--- src/rtl/cdq_pkg.sv ---
// Shared types and constants of the circular deque block.
// Used by every module of the block but cdq_ram; depends on nothing.
package cdq_pkg;

    localparam int DEPTH_DEF = 16;
    localparam int WORD_W    = 32;

    typedef enum logic [1:0] {
        FUNC_PUSH_FRONT = 2'd0,
        FUNC_PUSH_REAR  = 2'd1,
        FUNC_POP_FRONT  = 2'd2,
        FUNC_POP_REAR   = 2'd3
    } func_t;

    typedef enum logic [1:0] {
        STAT_OK    = 2'd0,
        STAT_EMPTY = 2'd1,
        STAT_FULL  = 2'd2
    } status_t;

    typedef enum logic [1:0] {
        ST_IDLE,
        ST_READ,
        ST_FINISH
    } state_t;

    // Commands from the controller to the datapath.
    typedef struct packed {
        logic exec;      // perform the operation of the offered word
        logic cap_pop;   // capture the popped word from the read port
        logic load_out;  // load the result into the output register
    } ctl_cmd_t;

    // Status from the datapath to the controller.
    typedef struct packed {
        logic out_blocked;  // a result is held and the sink stalls
    } dp_status_t;

endpackage

--- src/rtl/cdq_ram.sv ---
// Generic RAM: one write port, two read ports with registered read data.
// Depends on nothing.
module cdq_ram #(
    parameter int WIDTH = 32,
    parameter int DEPTH = 16,
    localparam int AW = (DEPTH > 1) ? $clog2(DEPTH) : 1
) (
    input  logic             clk,
    input  logic             we,
    input  logic [AW-1:0]    waddr,
    input  logic [WIDTH-1:0] wdata,
    input  logic [AW-1:0]    raddr_a,
    output logic [WIDTH-1:0] rdata_a,
    input  logic [AW-1:0]    raddr_b,
    output logic [WIDTH-1:0] rdata_b
);

    logic [WIDTH-1:0] mem [DEPTH];

    always_ff @(posedge clk)
    begin
        if (we)
        begin
            mem[waddr] <= wdata;
        end
        rdata_a <= mem[raddr_a];
        rdata_b <= mem[raddr_b];
    end

endmodule

--- src/rtl/cdq_ctrl.sv ---
// Controller state machine of the circular deque.
// Depends on cdq_pkg for the state, command and status types.
module cdq_ctrl (
    input  logic                clk,
    input  logic                rst_n,
    input  logic                in_valid,
    output logic                in_stall,
    input  cdq_pkg::dp_status_t dp_st,
    output cdq_pkg::ctl_cmd_t   cmd
);

    cdq_pkg::state_t state_reg;
    cdq_pkg::state_t state_next;

    always_ff @(posedge clk or negedge rst_n)
    begin
        if (!rst_n)
        begin
            state_reg <= cdq_pkg::ST_IDLE;
        end
        else
        begin
            state_reg <= state_next;
        end
    end

    always_comb
    begin
        state_next   = state_reg;
        in_stall     = 1'b1;
        cmd.exec     = 1'b0;
        cmd.cap_pop  = 1'b0;
        cmd.load_out = 1'b0;
        case (state_reg)
            cdq_pkg::ST_IDLE:
            begin
                in_stall = 1'b0;
                if (in_valid)
                begin
                    cmd.exec   = 1'b1;
                    state_next = cdq_pkg::ST_READ;
                end
            end
            cdq_pkg::ST_READ:
            begin
                cmd.cap_pop = 1'b1;
                state_next  = cdq_pkg::ST_FINISH;
            end
            cdq_pkg::ST_FINISH:
            begin
                if (!dp_st.out_blocked)
                begin
                    cmd.load_out = 1'b1;
                    state_next   = cdq_pkg::ST_IDLE;
                end
            end
            default:
            begin
                state_next = cdq_pkg::ST_IDLE;
            end
        endcase
    end

endmodule

--- src/rtl/cdq_dp.sv ---
// Datapath of the circular deque: pointers, count, ring store and output register.
// Depends on cdq_pkg and instantiates cdq_ram.
module cdq_dp #(
    parameter int DEPTH = cdq_pkg::DEPTH_DEF,
    localparam int IDX_W = (DEPTH > 1) ? $clog2(DEPTH) : 1,
    localparam int CNT_W = $clog2(DEPTH + 1)
) (
    input  logic                              clk,
    input  logic                              rst_n,
    input  cdq_pkg::ctl_cmd_t                 cmd,
    output cdq_pkg::dp_status_t               dp_st,
    input  logic [1:0]                        func,
    input  logic signed [cdq_pkg::WORD_W-1:0] value,
    output logic                              out_valid,
    input  logic                              out_stall,
    output logic signed [cdq_pkg::WORD_W-1:0] popped_value,
    output logic [1:0]                        status,
    output logic [CNT_W-1:0]                  entry_count,
    output logic signed [cdq_pkg::WORD_W-1:0] front_value,
    output logic signed [cdq_pkg::WORD_W-1:0] rear_value
);

    localparam logic [IDX_W-1:0] IDX_LAST = IDX_W'(DEPTH - 1);
    localparam logic [CNT_W-1:0] CNT_FULL = CNT_W'(DEPTH);

    logic [IDX_W-1:0] head_reg, head_next;
    logic [IDX_W-1:0] tail_reg, tail_next;
    logic [CNT_W-1:0] count_reg, count_next;
    logic             out_valid_reg, out_valid_next;

    logic                       pop_ok_reg;
    cdq_pkg::status_t           stat_reg;
    logic [cdq_pkg::WORD_W-1:0] popped_reg;
    logic [cdq_pkg::WORD_W-1:0] out_pop_reg, out_front_reg, out_rear_reg;
    cdq_pkg::status_t           out_stat_reg;
    logic [CNT_W-1:0]           out_cnt_reg;

    logic [IDX_W-1:0] head_inc, head_dec, tail_inc, tail_dec;
    logic             is_push, full, empty, op_ok;
    cdq_pkg::status_t stat_calc;

    logic                       we;
    logic [IDX_W-1:0]           waddr, raddr_a;
    logic [cdq_pkg::WORD_W-1:0] rdata_a, rdata_b;

    assign head_inc = (head_reg == IDX_LAST) ? '0 : head_reg + 1'b1;
    assign head_dec = (head_reg == '0) ? IDX_LAST : head_reg - 1'b1;
    assign tail_inc = (tail_reg == IDX_LAST) ? '0 : tail_reg + 1'b1;
    assign tail_dec = (tail_reg == '0) ? IDX_LAST : tail_reg - 1'b1;

    assign is_push = !func[1];
    assign full    = (count_reg == CNT_FULL);
    assign empty   = (count_reg == '0);

    always_comb
    begin
        if (is_push && full)
        begin
            stat_calc = cdq_pkg::STAT_FULL;
        end
        else if (!is_push && empty)
        begin
            stat_calc = cdq_pkg::STAT_EMPTY;
        end
        else
        begin
            stat_calc = cdq_pkg::STAT_OK;
        end
    end

    assign op_ok = (stat_calc == cdq_pkg::STAT_OK);

    always_comb
    begin
        head_next  = head_reg;
        tail_next  = tail_reg;
        count_next = count_reg;
        we         = 1'b0;
        waddr      = tail_reg;
        // Outside the operation cycle the A port reads the front word.
        raddr_a    = head_reg;
        if (cmd.exec && op_ok)
        begin
            case (cdq_pkg::func_t'(func))
                cdq_pkg::FUNC_PUSH_FRONT:
                begin
                    head_next  = head_dec;
                    we         = 1'b1;
                    waddr      = head_dec;
                    count_next = count_reg + 1'b1;
                end
                cdq_pkg::FUNC_PUSH_REAR:
                begin
                    tail_next  = tail_inc;
                    we         = 1'b1;
                    waddr      = tail_reg;
                    count_next = count_reg + 1'b1;
                end
                cdq_pkg::FUNC_POP_FRONT:
                begin
                    head_next  = head_inc;
                    raddr_a    = head_reg;
                    count_next = count_reg - 1'b1;
                end
                cdq_pkg::FUNC_POP_REAR:
                begin
                    tail_next  = tail_dec;
                    raddr_a    = tail_dec;
                    count_next = count_reg - 1'b1;
                end
                default:
                begin
                    head_next = head_reg;
                end
            endcase
        end
    end

    cdq_ram #(
        .WIDTH (cdq_pkg::WORD_W),
        .DEPTH (DEPTH)
    ) u_ram (
        .clk     (clk),
        .we      (we),
        .waddr   (waddr),
        .wdata   (value),
        .raddr_a (raddr_a),
        .rdata_a (rdata_a),
        .raddr_b (tail_dec),
        .rdata_b (rdata_b)
    );

    assign dp_st.out_blocked = out_valid_reg && out_stall;

    always_comb
    begin
        if (cmd.load_out)
        begin
            out_valid_next = 1'b1;
        end
        else
        begin
            out_valid_next = out_valid_reg && out_stall;
        end
    end

    always_ff @(posedge clk or negedge rst_n)
    begin
        if (!rst_n)
        begin
            head_reg      <= '0;
            tail_reg      <= '0;
            count_reg     <= '0;
            out_valid_reg <= 1'b0;
        end
        else
        begin
            head_reg      <= head_next;
            tail_reg      <= tail_next;
            count_reg     <= count_next;
            out_valid_reg <= out_valid_next;
        end
    end

    always_ff @(posedge clk)
    begin
        if (cmd.exec)
        begin
            stat_reg   <= stat_calc;
            pop_ok_reg <= !is_push && op_ok;
        end
        if (cmd.cap_pop)
        begin
            popped_reg <= pop_ok_reg ? rdata_a : '0;
        end
        if (cmd.load_out)
        begin
            out_pop_reg   <= popped_reg;
            out_stat_reg  <= stat_reg;
            out_cnt_reg   <= count_reg;
            out_front_reg <= (count_reg == '0) ? '0 : rdata_a;
            out_rear_reg  <= (count_reg == '0) ? '0 : rdata_b;
        end
    end

    assign out_valid    = out_valid_reg;
    assign popped_value = out_pop_reg;
    assign status       = out_stat_reg;
    assign entry_count  = out_cnt_reg;
    assign front_value  = out_front_reg;
    assign rear_value   = out_rear_reg;

endmodule

--- src/rtl/circular_deque_top.sv ---
// Circular deque top level: a double-ended queue of DEPTH words in a ring store.
// Each accepted word passes through the read and finish states, set by the
// registered RAM read ports (the popped word is read first, then the new front
// and rear words). No new word is taken until the last result is loaded.
// Reset (rst_n, asynchronous, active low) empties the deque; store contents stay.
// Depends on cdq_pkg, cdq_ctrl, cdq_dp and cdq_ram.
module circular_deque_top #(
    parameter int DEPTH = cdq_pkg::DEPTH_DEF,
    localparam int CNT_W = $clog2(DEPTH + 1)
) (
    input  logic                              clk,
    input  logic                              rst_n,
    input  logic                              in_valid,
    output logic                              in_stall,
    input  logic [1:0]                        func,
    input  logic signed [cdq_pkg::WORD_W-1:0] value,
    output logic                              out_valid,
    input  logic                              out_stall,
    output logic signed [cdq_pkg::WORD_W-1:0] popped_value,
    output logic [1:0]                        status,
    output logic [CNT_W-1:0]                  entry_count,
    output logic signed [cdq_pkg::WORD_W-1:0] front_value,
    output logic signed [cdq_pkg::WORD_W-1:0] rear_value
);

    // The controller sequences each word through three phases. In the idle
    // phase an offered word is taken and its push or pop is carried out at
    // once: a push writes the store and moves a pointer, a pop issues the
    // read of the word it removes and moves a pointer. In the read phase the
    // popped word is captured and the store is read at the new front and
    // rear. In the finish phase the result is loaded into the output
    // register, which waits there if the sink still holds an older result.
    cdq_pkg::ctl_cmd_t   cmd;
    cdq_pkg::dp_status_t dp_st;

    cdq_ctrl u_ctrl (
        .clk      (clk),
        .rst_n    (rst_n),
        .in_valid (in_valid),
        .in_stall (in_stall),
        .dp_st    (dp_st),
        .cmd      (cmd)
    );

    // The datapath holds the head and tail pointers, the fill count, the
    // ring store and the output register. Errors (pop on empty, push on
    // full) leave all state as it was and report a zero popped word.
    cdq_dp #(
        .DEPTH (DEPTH)
    ) u_dp (
        .clk          (clk),
        .rst_n        (rst_n),
        .cmd          (cmd),
        .dp_st        (dp_st),
        .func         (func),
        .value        (value),
        .out_valid    (out_valid),
        .out_stall    (out_stall),
        .popped_value (popped_value),
        .status       (status),
        .entry_count  (entry_count),
        .front_value  (front_value),
        .rear_value   (rear_value)
    );

endmodule

--- config.mk ---
export PLATFORM = sky130hd
export DESIGN_NAME = circular_deque_top
export DESIGN_NICKNAME = d
export VERILOG_FILES = /design/src/rtl/cdq_pkg.sv /design/src/rtl/cdq_ram.sv /design/src/rtl/cdq_ctrl.sv /design/src/rtl/cdq_dp.sv /design/src/rtl/circular_deque_top.sv
export SDC_FILE = /design/constraint.sdc
export NUM_CORES = 1
export LEC_CHECK = 0
export BUFFER_PORTS_ARGS = -buffer_cell sky130_fd_sc_hd__buf_2
export CORE_MARGIN = 3
export CORE_UTILIZATION = 32
export CTS_CLUSTER_DIAMETER = 120
export DETAILED_ROUTE_END_ITERATION = 8
export GPL_TIMING_DRIVEN = 0
export PLACE_DENSITY = 0.58
export SYNTH_ARGS = -nofsm -noshare
export SYNTH_HDL_FRONTEND = slang
export SYNTH_SLANG_ARGS = --single-unit
--- constraint.sdc ---
create_clock -name clk -period 17.9 [get_ports clk]
set_input_delay 3.58 -clock clk [delete_from_list [all_inputs] [get_ports clk]]
set_output_delay 3.58 -clock clk [all_outputs]
set_load 0.01 [all_outputs]
==> After elaboration in Yosys (flattened, before gate mapping) <==
Memories as Yosys holds them, arrays and structs flattened. A register that Yosys moved wholly into a read port is not among the register bits.
Index checks and enable logic that the tools add are counted.
{ "totals": {"reg_bits": 154, "ram_bits": 512, "inputBits": 38, "out_inout_bits": 105, "wordCells": 76, "n_memories": 1} }
{ "op_classes": {"addsub": 6, "n_eq_ne": 10, "mux": 27, "reduce_logical": 19} }
{ "memory_table": {"columns": ["memory", "words", "word_bits", "read_ports", "rd_clocked_by_memory_dff", "wr", "line", "rtl"], "rows": [
  ["u_dp.u_ram.mem", 16, 32, 2, 2, 1, "cdq_ram.sv:18", "logic [WIDTH-1:0] mem [DEPTH];"]
]} }
{ "ops": {"columns": ["op", "count"], "rows": [
  ["$mux W4", 8],
  ["$pmux W4 S2", 2],
  ["$mux W1", 12],
  ["$pmux W5 S2", 1],
  ["$add A4 B1 Y4 const B", 2],
  ["$eq A4 B4 Y1 const B", 2],
  ["$logic_not A4 Y1", 2],
  ["$sub A4 B1 Y4 const B", 2],
  ["$eq A2 B2 Y1 const B", 3],
  ["$logic_not A2 Y1", 3],
  ["$mux W2", 3],
  ["$pmux W2 S3", 1],
  ["$reduce_and A2 Y1", 3],
  ["$add A5 B1 Y5 const B", 1],
  ["$eq A5 B5 Y1 const B", 1],
  ["$logic_and A1 B1 Y1", 5],
  ["$logic_not A5 Y1", 1],
  ["$sub A5 B1 Y5 const B", 1],
  ["$eq A2 B1 Y1 const B", 2],
  ["$ne A2 B2 Y1 const B", 2],
  ["$reduce_bool A2 Y1", 2],
  ["$reduce_or A2 Y1", 2],
  ["$logic_not A1 Y1", 1]
]} }

==> Logic depth before layout (Yosys ltp) <==
Gate-level depths: netlist of the first run.
{ "logic_depth": {"depth_word": 9, "mapped_depth": 15, "ltp_nobuf": 8} }

==> Modules after synthesis <==
Synthesis of the first run repeated with hierarchy kept, for this count alone.
{ "hier_totals": {"cells_unflattened": 1528, "area_unflattened_um2": 30260.3} }
{ "by_module_without_submodules": {"columns": ["module", "n_inst", "cells_per_inst", "area_per_inst_um2", "seq_area_each_um2"], "rows": [
  ["cdq_ram", 1, 1141, 24186.9, 16656.0],
  ["cdq_dp", 1, 376, 5970.7, 4494.3],
  ["cdq_ctrl", 1, 11, 102.6, 50.0]
]} }

==> Worst setup path before layout of the first run <==
OpenSTA, ideal clock, no wires.
{ "synth_timing": {"path_kind": "input to register", "from": "in out_stall", "to": "reg u_dp.out_cnt_reg[0] (netlist: u_dp.entry_count[0]), enable pin", "setup_time_ns": 0.599, "arrival_ns": 8.442, "t_required_ns": 17.301, "slack_ns": 8.859, "stages": 1, "n_path_buf": 0, "cell_sequence": "a21oi_1"} }
{ "synth_via": {"elab_chain_cells": 3} }
{ "synth_lines": {"columns": ["item", "line", "rtl"], "rows": [
  ["start: declaration", "circular_deque_top.sv:18", "input logic out_stall,"],
  ["$logic_and A1 B1 Y1", "cdq_dp.sv:133", "assign dp_st.out_blocked = out_valid_reg && out_stall;"],
  ["$mux W1", "cdq_ctrl.sv:51", "if (!dp_st.out_blocked)"],
  ["$mux W1", "cdq_ctrl.sv:34", "case (state_reg)"],
  ["end signal: assignment", "cdq_dp.sv:180", "out_cnt_reg <= count_reg;"],
  ["end: declaration", "cdq_dp.sv:36", "logic [CNT_W-1:0] out_cnt_reg;"]
]} }
No other way between the ends.
A chain may end at the register's enable or synchronous reset.

==> Worst setup path after layout of the first run <==
{ "layout_timing": {"from": "in in_valid", "to": "reg u_dp.u_ram.rdata_a[0] (read register of u_dp.u_ram.mem)"} }
{ "layout_via": {"elab_chain_cells": 4} }
{ "layout_lines": {"columns": ["item", "line", "rtl"], "rows": [
  ["start: declaration", "circular_deque_top.sv:13", "input logic in_valid,"],
  ["$mux W1", "cdq_ctrl.sv:38", "if (in_valid)"],
  ["$mux W1", "cdq_ctrl.sv:34", null],
  ["$logic_and A1 B1 Y1", "cdq_dp.sv:82", "if (cmd.exec && op_ok)"],
  ["$mux W4", "cdq_dp.sv:82", null],
  ["end: declaration", "cdq_ram.sv:13", "output logic [WIDTH-1:0] rdata_a,"]
]} }
No other way between the ends.

==> run_results.csv, run 1 <==
group,metric,value,unit
sta,fin_crit_sh,37.1,%
synth,synthSimpleGateAreaFrac,11.7,%
final_layout,fin_util,38.0,%
synth,synth_fa_ha_area_share,0.321,%
synth,synth_xor_area_share,0.313,%
detailed_routing,first_pass_iters,6,
synth,seq_area_frac_synth,63.2,%
grt,grt_max_degree,31,
grt,grtUsageMet1,28.2,%
synth,syn_avg_cell_area,13.0,um^2
power_and_ir_drop,internal-power,0.00433,W
clock_tree,cts_resized,0,
synth,yosys_warnings,0,
detailed_routing,drc,0,
setup_path,worst_ep_required_time,18.41,ns
die,die_area,0.109,mm^2
grt,grt-ovfl-total,0,
sta,whs,0.405,ns
clock_tree,clk_pin_slew,0.06,ns
power_and_ir_drop,p_leak,13.5,nW
hold_path,min_path_type,"reg2reg",
power_and_ir_drop,p_comb_share,47.2,%
detailed_routing,num_vias,24600,
sta,rsz0062_at_grt,"false",
setup_path,critPathKind,"in2reg",
clock_tree,cts_root_buffer,"clkbuf_16",
clock_tree,clk_latency,0.68,ns
synth,async_flop_share,2.19,%
clock_tree,cts-buffers-inserted,85,
sta,skew,0.0315,ns
power_and_ir_drop,swShare,42.0,%
final_layout,top_register,"u_dp.u_ram.mem",
die,die_h,330,um
placed_design,dp_cells,4122,
detailed_routing,wirelength,123,mm
sta,worstMarginPinSlew,1.44,ns
setup_path,cpMostUsedCell,"clkbuf_1",
power_and_ir_drop,switchingPower,0.00314,W
synth,synth-seq-cells,730,
grt,busiest_layer,"met2",
sta,setup_violations,0,
final_layout,largest_reg_flops,512,
grt,grt.met3_usage,5.91,%
die,die_w,330,um
final_layout,fin_nets,2875,
grt,grt_first_pass_wirelength,170,mm
setup_path,crit_path_top_delay_cell,"clkbuf_1",
grt,grt_usage,22.0,%
sta,slew_violations,0,
sta,hold_viol,0,
detailed_routing,drtIter0Drc,3293,
power_and_ir_drop,power_density,189,mW/mm^2
final_layout,area_growth,17.5,%
synth,syn_inst,2579,
synth,synth.area.mux_share,12.2,%
setup_path,cp_top_family,"buffers and inverters",
synth,ys.flop_type,"edfxtp_1",
clock_tree,cts_tree,"yes",
clock_tree,post_cts_buffers,0,
setup_path,critical_path.endpoint_type,"flip-flop",
final_layout,final_cells,4286,
grt,antenna_found_initial,12,
synth,synth-compound-area-share,9.42,%
setup_path,cp.buffers_inverters,4,
setup_path,path_max_fanout,10,
detailed_routing,wl_per_cell,28.6,um
run_status,status,"finished, final reports clean",
synth,syn-num-nets,2625,
power_and_ir_drop,p_seq_share,29.5,%
synth,ys_types,54,
sta,fin_crit,6.64,ns
setup_path,critPathLaunchType,"input pin",
setup_path,path_cells,"buf_2, or3b_1, clkbuf_1, a211oi_2, mux2_2, clkbuf_1, clkbuf_1, o41ai_1, o31a_1",
die,rows,118,
sta,tns,0,ns
sta,max-slew-margin-rel,3.69,%
grt,grt_pass1_vias,23900,
synth,synth_top_family_by_area,"multiplexers",
final_layout,final_area,0.0395,mm^2
setup_path,crit_path_max_incr_delay,0.94,ns
die,ioPinCount,143,
setup_path,arrival,7.15,ns
placed_design,place_area,0.0366,mm^2
detailed_routing,antenna_left,0,
placed_design,io_buffer_count,141,
sta,fmax,151,MHz
power_and_ir_drop,p_clk_share,23.4,%
placed_design,place.gp.congestion,0.950,
clock_tree,ctsHtreeMaxLevel,3,
synth,synth_area,0.0336,mm^2
power_and_ir_drop,peakVddDrop,0.0000982,V
grt,met2_usage,34.3,%
final_layout,layout-drive-gt1-share,17.2,%
clock_tree,holdBufCountCts,0,
flow_run,cap_violations,0,
detailed_routing,via_per_inst,5.74,
die,core-area,0.104,mm^2
clock_tree,cts.sinks,730,
placed_design,detailed_place_hpwl,83.7,mm
die,initial_core_util,32.3,%
synth,synth_edf_count,650,
clock_tree,clock_path_buffers,3,
per-stage QoR:
step | worst slack (ns) | power [W]
final | 11.26 | 0.00747
after floorplan | 8.86 | 0.00426
after CTS | 11.43 | 0.00743
after detailed placement | 10.73 | 0.00567
after global routing | 11.22 | 0.00771
after global placement | 4.88 | 0.00563
Yosys cell counts, drive strengths merged, types with 8 or more instances:
| cell | instances | area, um^2 |
|---|---|---|
| clkbuf | 147 | 552 |
| o21ai | 138 | 691 |
| dfxtp | 64 | 1280 |
| o31a | 32 | 280 |
| nor2b | 71 | 444 |
| and2 | 81 | 507 |
| nand3b | 8 | 60.1 |
| dfrtp | 16 | 400 |
| mux2i | 198 | 2010 |
| inv | 14 | 52.6 |
| or2 | 9 | 56.3 |
| mux4 | 91 | 2050 |
| o22ai | 64 | 400 |
| buf | 63 | 345 |
| a21oi | 220 | 1100 |
| nor3 | 110 | 551 |
| o41ai | 32 | 483 |
| edfxtp | 650 | 19500 |
| nand2 | 169 | 634 |
| nand3 | 270 | 1350 |
| nor2 | 71 | 269 |
worst register-to-register path: stages, from the launching register on:
cell and delay (ns):
dfrtp_1 0.38, buf_2 0.23, inv_1 0.22, buf_2 0.42
clkbuf_1 0.44, clkbuf_1 0.61, ha_1 0.40, a21oi_1 0.07
o31ai_1 0.89, mux2_2 0.30, clkbuf_1 0.94, clkbuf_1 0.75
o41ai_1 0.26, o31a_1 0.22
power groups by stage:
stage          sequential, W  combinational (W)  clock (W)
2_1_floorplan        0.00226            0.00200          0
3_3_place_gp         0.00226            0.00337          0
3_5_place_dp         0.00224            0.00343          0
4_1_cts              0.00220            0.00345    0.00178
5_1_grt              0.00222            0.00365    0.00184
6_report             0.00220            0.00352    0.00175
logic make-up (layout without fill, tap and decap cells):
group | count (synthesis) | in the layout
multiplexers | 293 | 293
buffers and inverters | 224 | 544
AO/OA/AOI/OAI | 513 | 513
flip-flops | 730 | 730
other | 0 | 7
AND/OR/NAND/NOR | 799 | 799
adder cells (fa/ha/maj) | 8 | 8
XOR/XNOR | 12 | 12
cells in the final DEF, fill, tap and decap left out, types with 54 or more instances in the layout:
cell       Yosys  routed
a21oi_1      220     219
buf_2         42     183
clkbuf_1     147     167
clkbuf_16      0      86
dfxtp_1       64      64
edfxtp_1     650     650
mux2i_1      196     196
mux4_2        91      91
nand2_1      169     169
nand3_1      270     270
nor2_1        70      54
nor2b_1       71      70
nor3_1       110     110
o21ai_0      138     138
o22ai_1       64      64
layer usage:
metal  share of wire, %  vias up
met2                 45     1569
met4                5.6        8
met1                 38    12200
met3                 11      395
met5              0.051        -
li1                   -    10400
cell type report:
type	count	area, um^2
repair buffers	163	1210
multi-input cells	1625	11600
fillers	9861	64300
clock buffers	119	2380
plain buffers	210	901
well taps	1380	1730
flip-flops and latches	730	21200
diodes	7	17.5
clock inverters	38	415
inverters	14	52.6
final timing paths:
path                                                   from  slack [ns]  depth (start not counted)                              to
max                                                in_valid       11.26                          9   u_dp.u_ram.rdata_a[0]$_DFF_P_
min                        u_dp.popped_reg[5]$_SDFFCE_PN0N_        0.41                          0  u_dp.popped_value[5]$_DFFE_PP_
max reg2reg                    u_dp.tail_reg[0]$_DFFE_PN0P_       11.64                         13   u_dp.u_ram.rdata_a[0]$_DFF_P_
min reg2reg                u_dp.popped_reg[5]$_SDFFCE_PN0N_        0.41                          0  u_dp.popped_value[5]$_DFFE_PP_
max in group asynchronous                             rst_n       14.71                          1    u_dp.head_reg[2]$_DFFE_PN0P_
min in group asynchronous                             rst_n        2.86                          1    u_dp.tail_reg[1]$_DFFE_PN0P_
Note: power is estimated with default switching activity, not from simulation.
==> run 2: changes to the inputs <==
- clock period: 17.9 -> 6.3 ns (I/O delays scaled with it)
==> run_results.csv, run 2 (synthesis gave the netlist of run 1 again) <==
group,metric,value,unit
run_status,status,"finished, final reports clean",
die,die_area,0.109,mm^2
setup_path,rrSetupSlack,0.30,ns
setup_path,r2r-start,"u_dp.tail_reg[0]$_DFFE_PN0P_",
hold_path,worstHoldPathCells,0,
power_and_ir_drop,peakVddDrop,0.000346,V
detailed_routing,wl_per_cell,28.4,um
final_layout,area_growth,17.3,%
sta,hold_viol,0,
clock_tree,cts_root_buffer,"clkbuf_16",
grt,grt_first_pass_wirelength,171,mm
grt,grt_usage,21.9,%
setup_path,critPathLaunchType,"flip-flop",
clock_tree,cts_tree,"yes",
sta,max-slew-margin-rel,7.77,%
clock_tree,clk_latency,0.67,ns
sta,fin_crit_sh,95.2,%
sta,skew,0.0254,ns
grt,grt_pass1_vias,23900,
placed_design,dp_cells,4122,
detailed_routing,drc,0,
detailed_routing,num_vias,24500,
setup_path,r2r-end,"u_dp.u_ram.rdata_b[0]$_DFF_P_",
grt,grtUsageMet1,28.5,%
setup_path,path_max_fanout,10,
final_layout,largest_reg_flops,512,
sta,whs,0.414,ns
power_and_ir_drop,p_leak,13.5,nW
setup_path,critPathKind,"reg2reg",
setup_path,critical_path.endpoint_type,"flip-flop",
grt,antenna_found_initial,8,
hold_path,min_to,"u_dp.popped_value[21]$_DFFE_PP_",
placed_design,place.gp.congestion,0.935,
placed_design,detailed_place_hpwl,83.2,mm
final_layout,fin_util,37.9,%
final_layout,layout_commonest_cell,"edfxtp_1",
placed_design,io_buffer_count,141,
final_layout,fillers,9835,
die,die_w,330,um
final_layout,final_cells,4282,
detailed_routing,antenna_left,0,
detailed_routing,drtIter0Drc,3486,
sta,fin_crit,6.00,ns
grt,grt.met3_usage,5.94,%
final_layout,top_register,"u_dp.u_ram.mem",
final_layout,fin_nets,2874,
flow_run,cap_violations,0,
setup_path,worst-r2r-cell-count,13,
setup_path,arrival,6.51,ns
detailed_routing,via_per_inst,5.72,
hold_path,worstHoldStart,"u_dp.popped_reg[21]$_SDFFCE_PN0N_",
hold_path,min_path_type,"reg2reg",
sta,rsz0062_at_grt,"false",
sta,worstMarginPinSlew,1.38,ns
die,rows,118,
grt,grt_max_degree,31,
final_layout,layout-drive-gt1-share,17.1,%
clock_tree,cts-buffers-inserted,85,
sta,setup_violations,0,
die,ioPinCount,143,
clock_tree,clk_pin_slew,0.06,ns
sta,slew_violations,0,
clock_tree,ctsHtreeMaxLevel,3,
clock_tree,cts.sinks,730,
final_layout,final_cell_mix,"edfxtp_1, nand3_1, a21oi_1, mux2i_1, buf_2",
detailed_routing,wirelength,122,mm
detailed_routing,first_pass_iters,7,
grt,grt-ovfl-total,0,
power_and_ir_drop,power_density,536,mW/mm^2
grt,met2_usage,34.2,%
clock_tree,clock_path_buffers,3,
setup_path,worst_ep_required_time,6.82,ns
die,core-area,0.104,mm^2
die,die_h,330,um
grt,busiest_layer,"met2",
die,initial_core_util,32.3,%
sta,fmax,167,MHz
run 2: cell types whose count changed in the layout (fill, tap and decap cells not counted), sizes merged:
cell | previous run | this run
clkbuf | 266 | 267
inv | 19 | 18
bufinv | 6 | 5
clkinvlp | 4 | 2
clkinv | 23 | 26
diode | 7 | 3
run 2: worst max-delay path, stage by stage (launching register included):
cell and delay, ns:
dfrtp_1 0.37, buf_2 0.23, inv_1 0.21, buf_2 0.35, clkbuf_1 0.44, clkbuf_1 0.67
ha_1 0.36, clkbuf_1 0.36, inv_2 0.48, clkbuf_1 0.47, buf_1 0.83, nand3_1 0.26
and2_0 0.25, mux4_2 0.54
run 2: timing repair:
| action | CTS | global route |
|---|---|---|
| setup endpoints to repair | 0 | 12 |
| hold buffers | 0 | 0 |
| resized for setup | 0 | 0 |
| buffers inserted | 0 | 0 |
run 2: area by class of cell:
type | count | area [um^2] | share of cell area, %
Sequential cell | 730 | 21200 | 53.8
Multi-Input combinational cell | 1625 | 11600 | 29.3
Clock buffer | 121 | 2410 | 6.11
Tap cell | 1380 | 1730 | 4.38
Timing Repair Buffer | 163 | 1190 | 3.02
Buffer | 209 | 897 | 2.28
Clock inverter | 37 | 347 | 0.880
Inverter | 14 | 52.6 | 0.133
Antenna cell | 3 | 7.51 | 0.0191
run 2: worst max-delay path by stage:
stage	start	to	slack (ns)	cells after the start
floorplan	out_stall	u_dp.entry_count[0]$_DFFE_PP_	1.61	1
global placement	out_stall	u_dp.front_value[15]$_SDFFCE_PP0P_	-0.80	2
detailed placement	u_dp.tail_reg[0]$_DFFE_PN0P_	u_dp.u_ram.rdata_a[0]$_DFF_P_	0.19	13
CTS	u_dp.tail_reg[0]$_DFFE_PN0P_	u_dp.u_ram.rdata_a[3]$_DFF_P_	0.12	12
global route	u_dp.tail_reg[0]$_DFFE_PN0P_	u_dp.u_ram.rdata_a[2]$_DFF_P_	0.14	14
finish	u_dp.tail_reg[0]$_DFFE_PN0P_	u_dp.u_ram.rdata_b[0]$_DFF_P_	0.30	13
run 2: power breakdown:
group	switching [W]	internal, W
combinational	0.00658	0.00335
clock	0.00204	0.00287
sequential	0.000207	0.00605
run 2: metal layers:
metal / vias up / wire (um)
li1: 10400 / -
met1: 12100 / 46600
met2: 1656 / 54900
met3: 335 / 14300
met5: - / 27
met4: 4 / 5890
run 2: stage by stage:
step                total power, W  setup WS, ns  cell area [um^2]  setup TNS (ns)
detailed placement          0.0161         0.189             36600               0
global placement            0.0160        -0.798             36000         -380.37
global route                0.0219         0.144             39400               0
CTS                         0.0210         0.117             39400               0
floorplan                   0.0121          1.61             33600               0
finish                      0.0211         0.305             39400               0
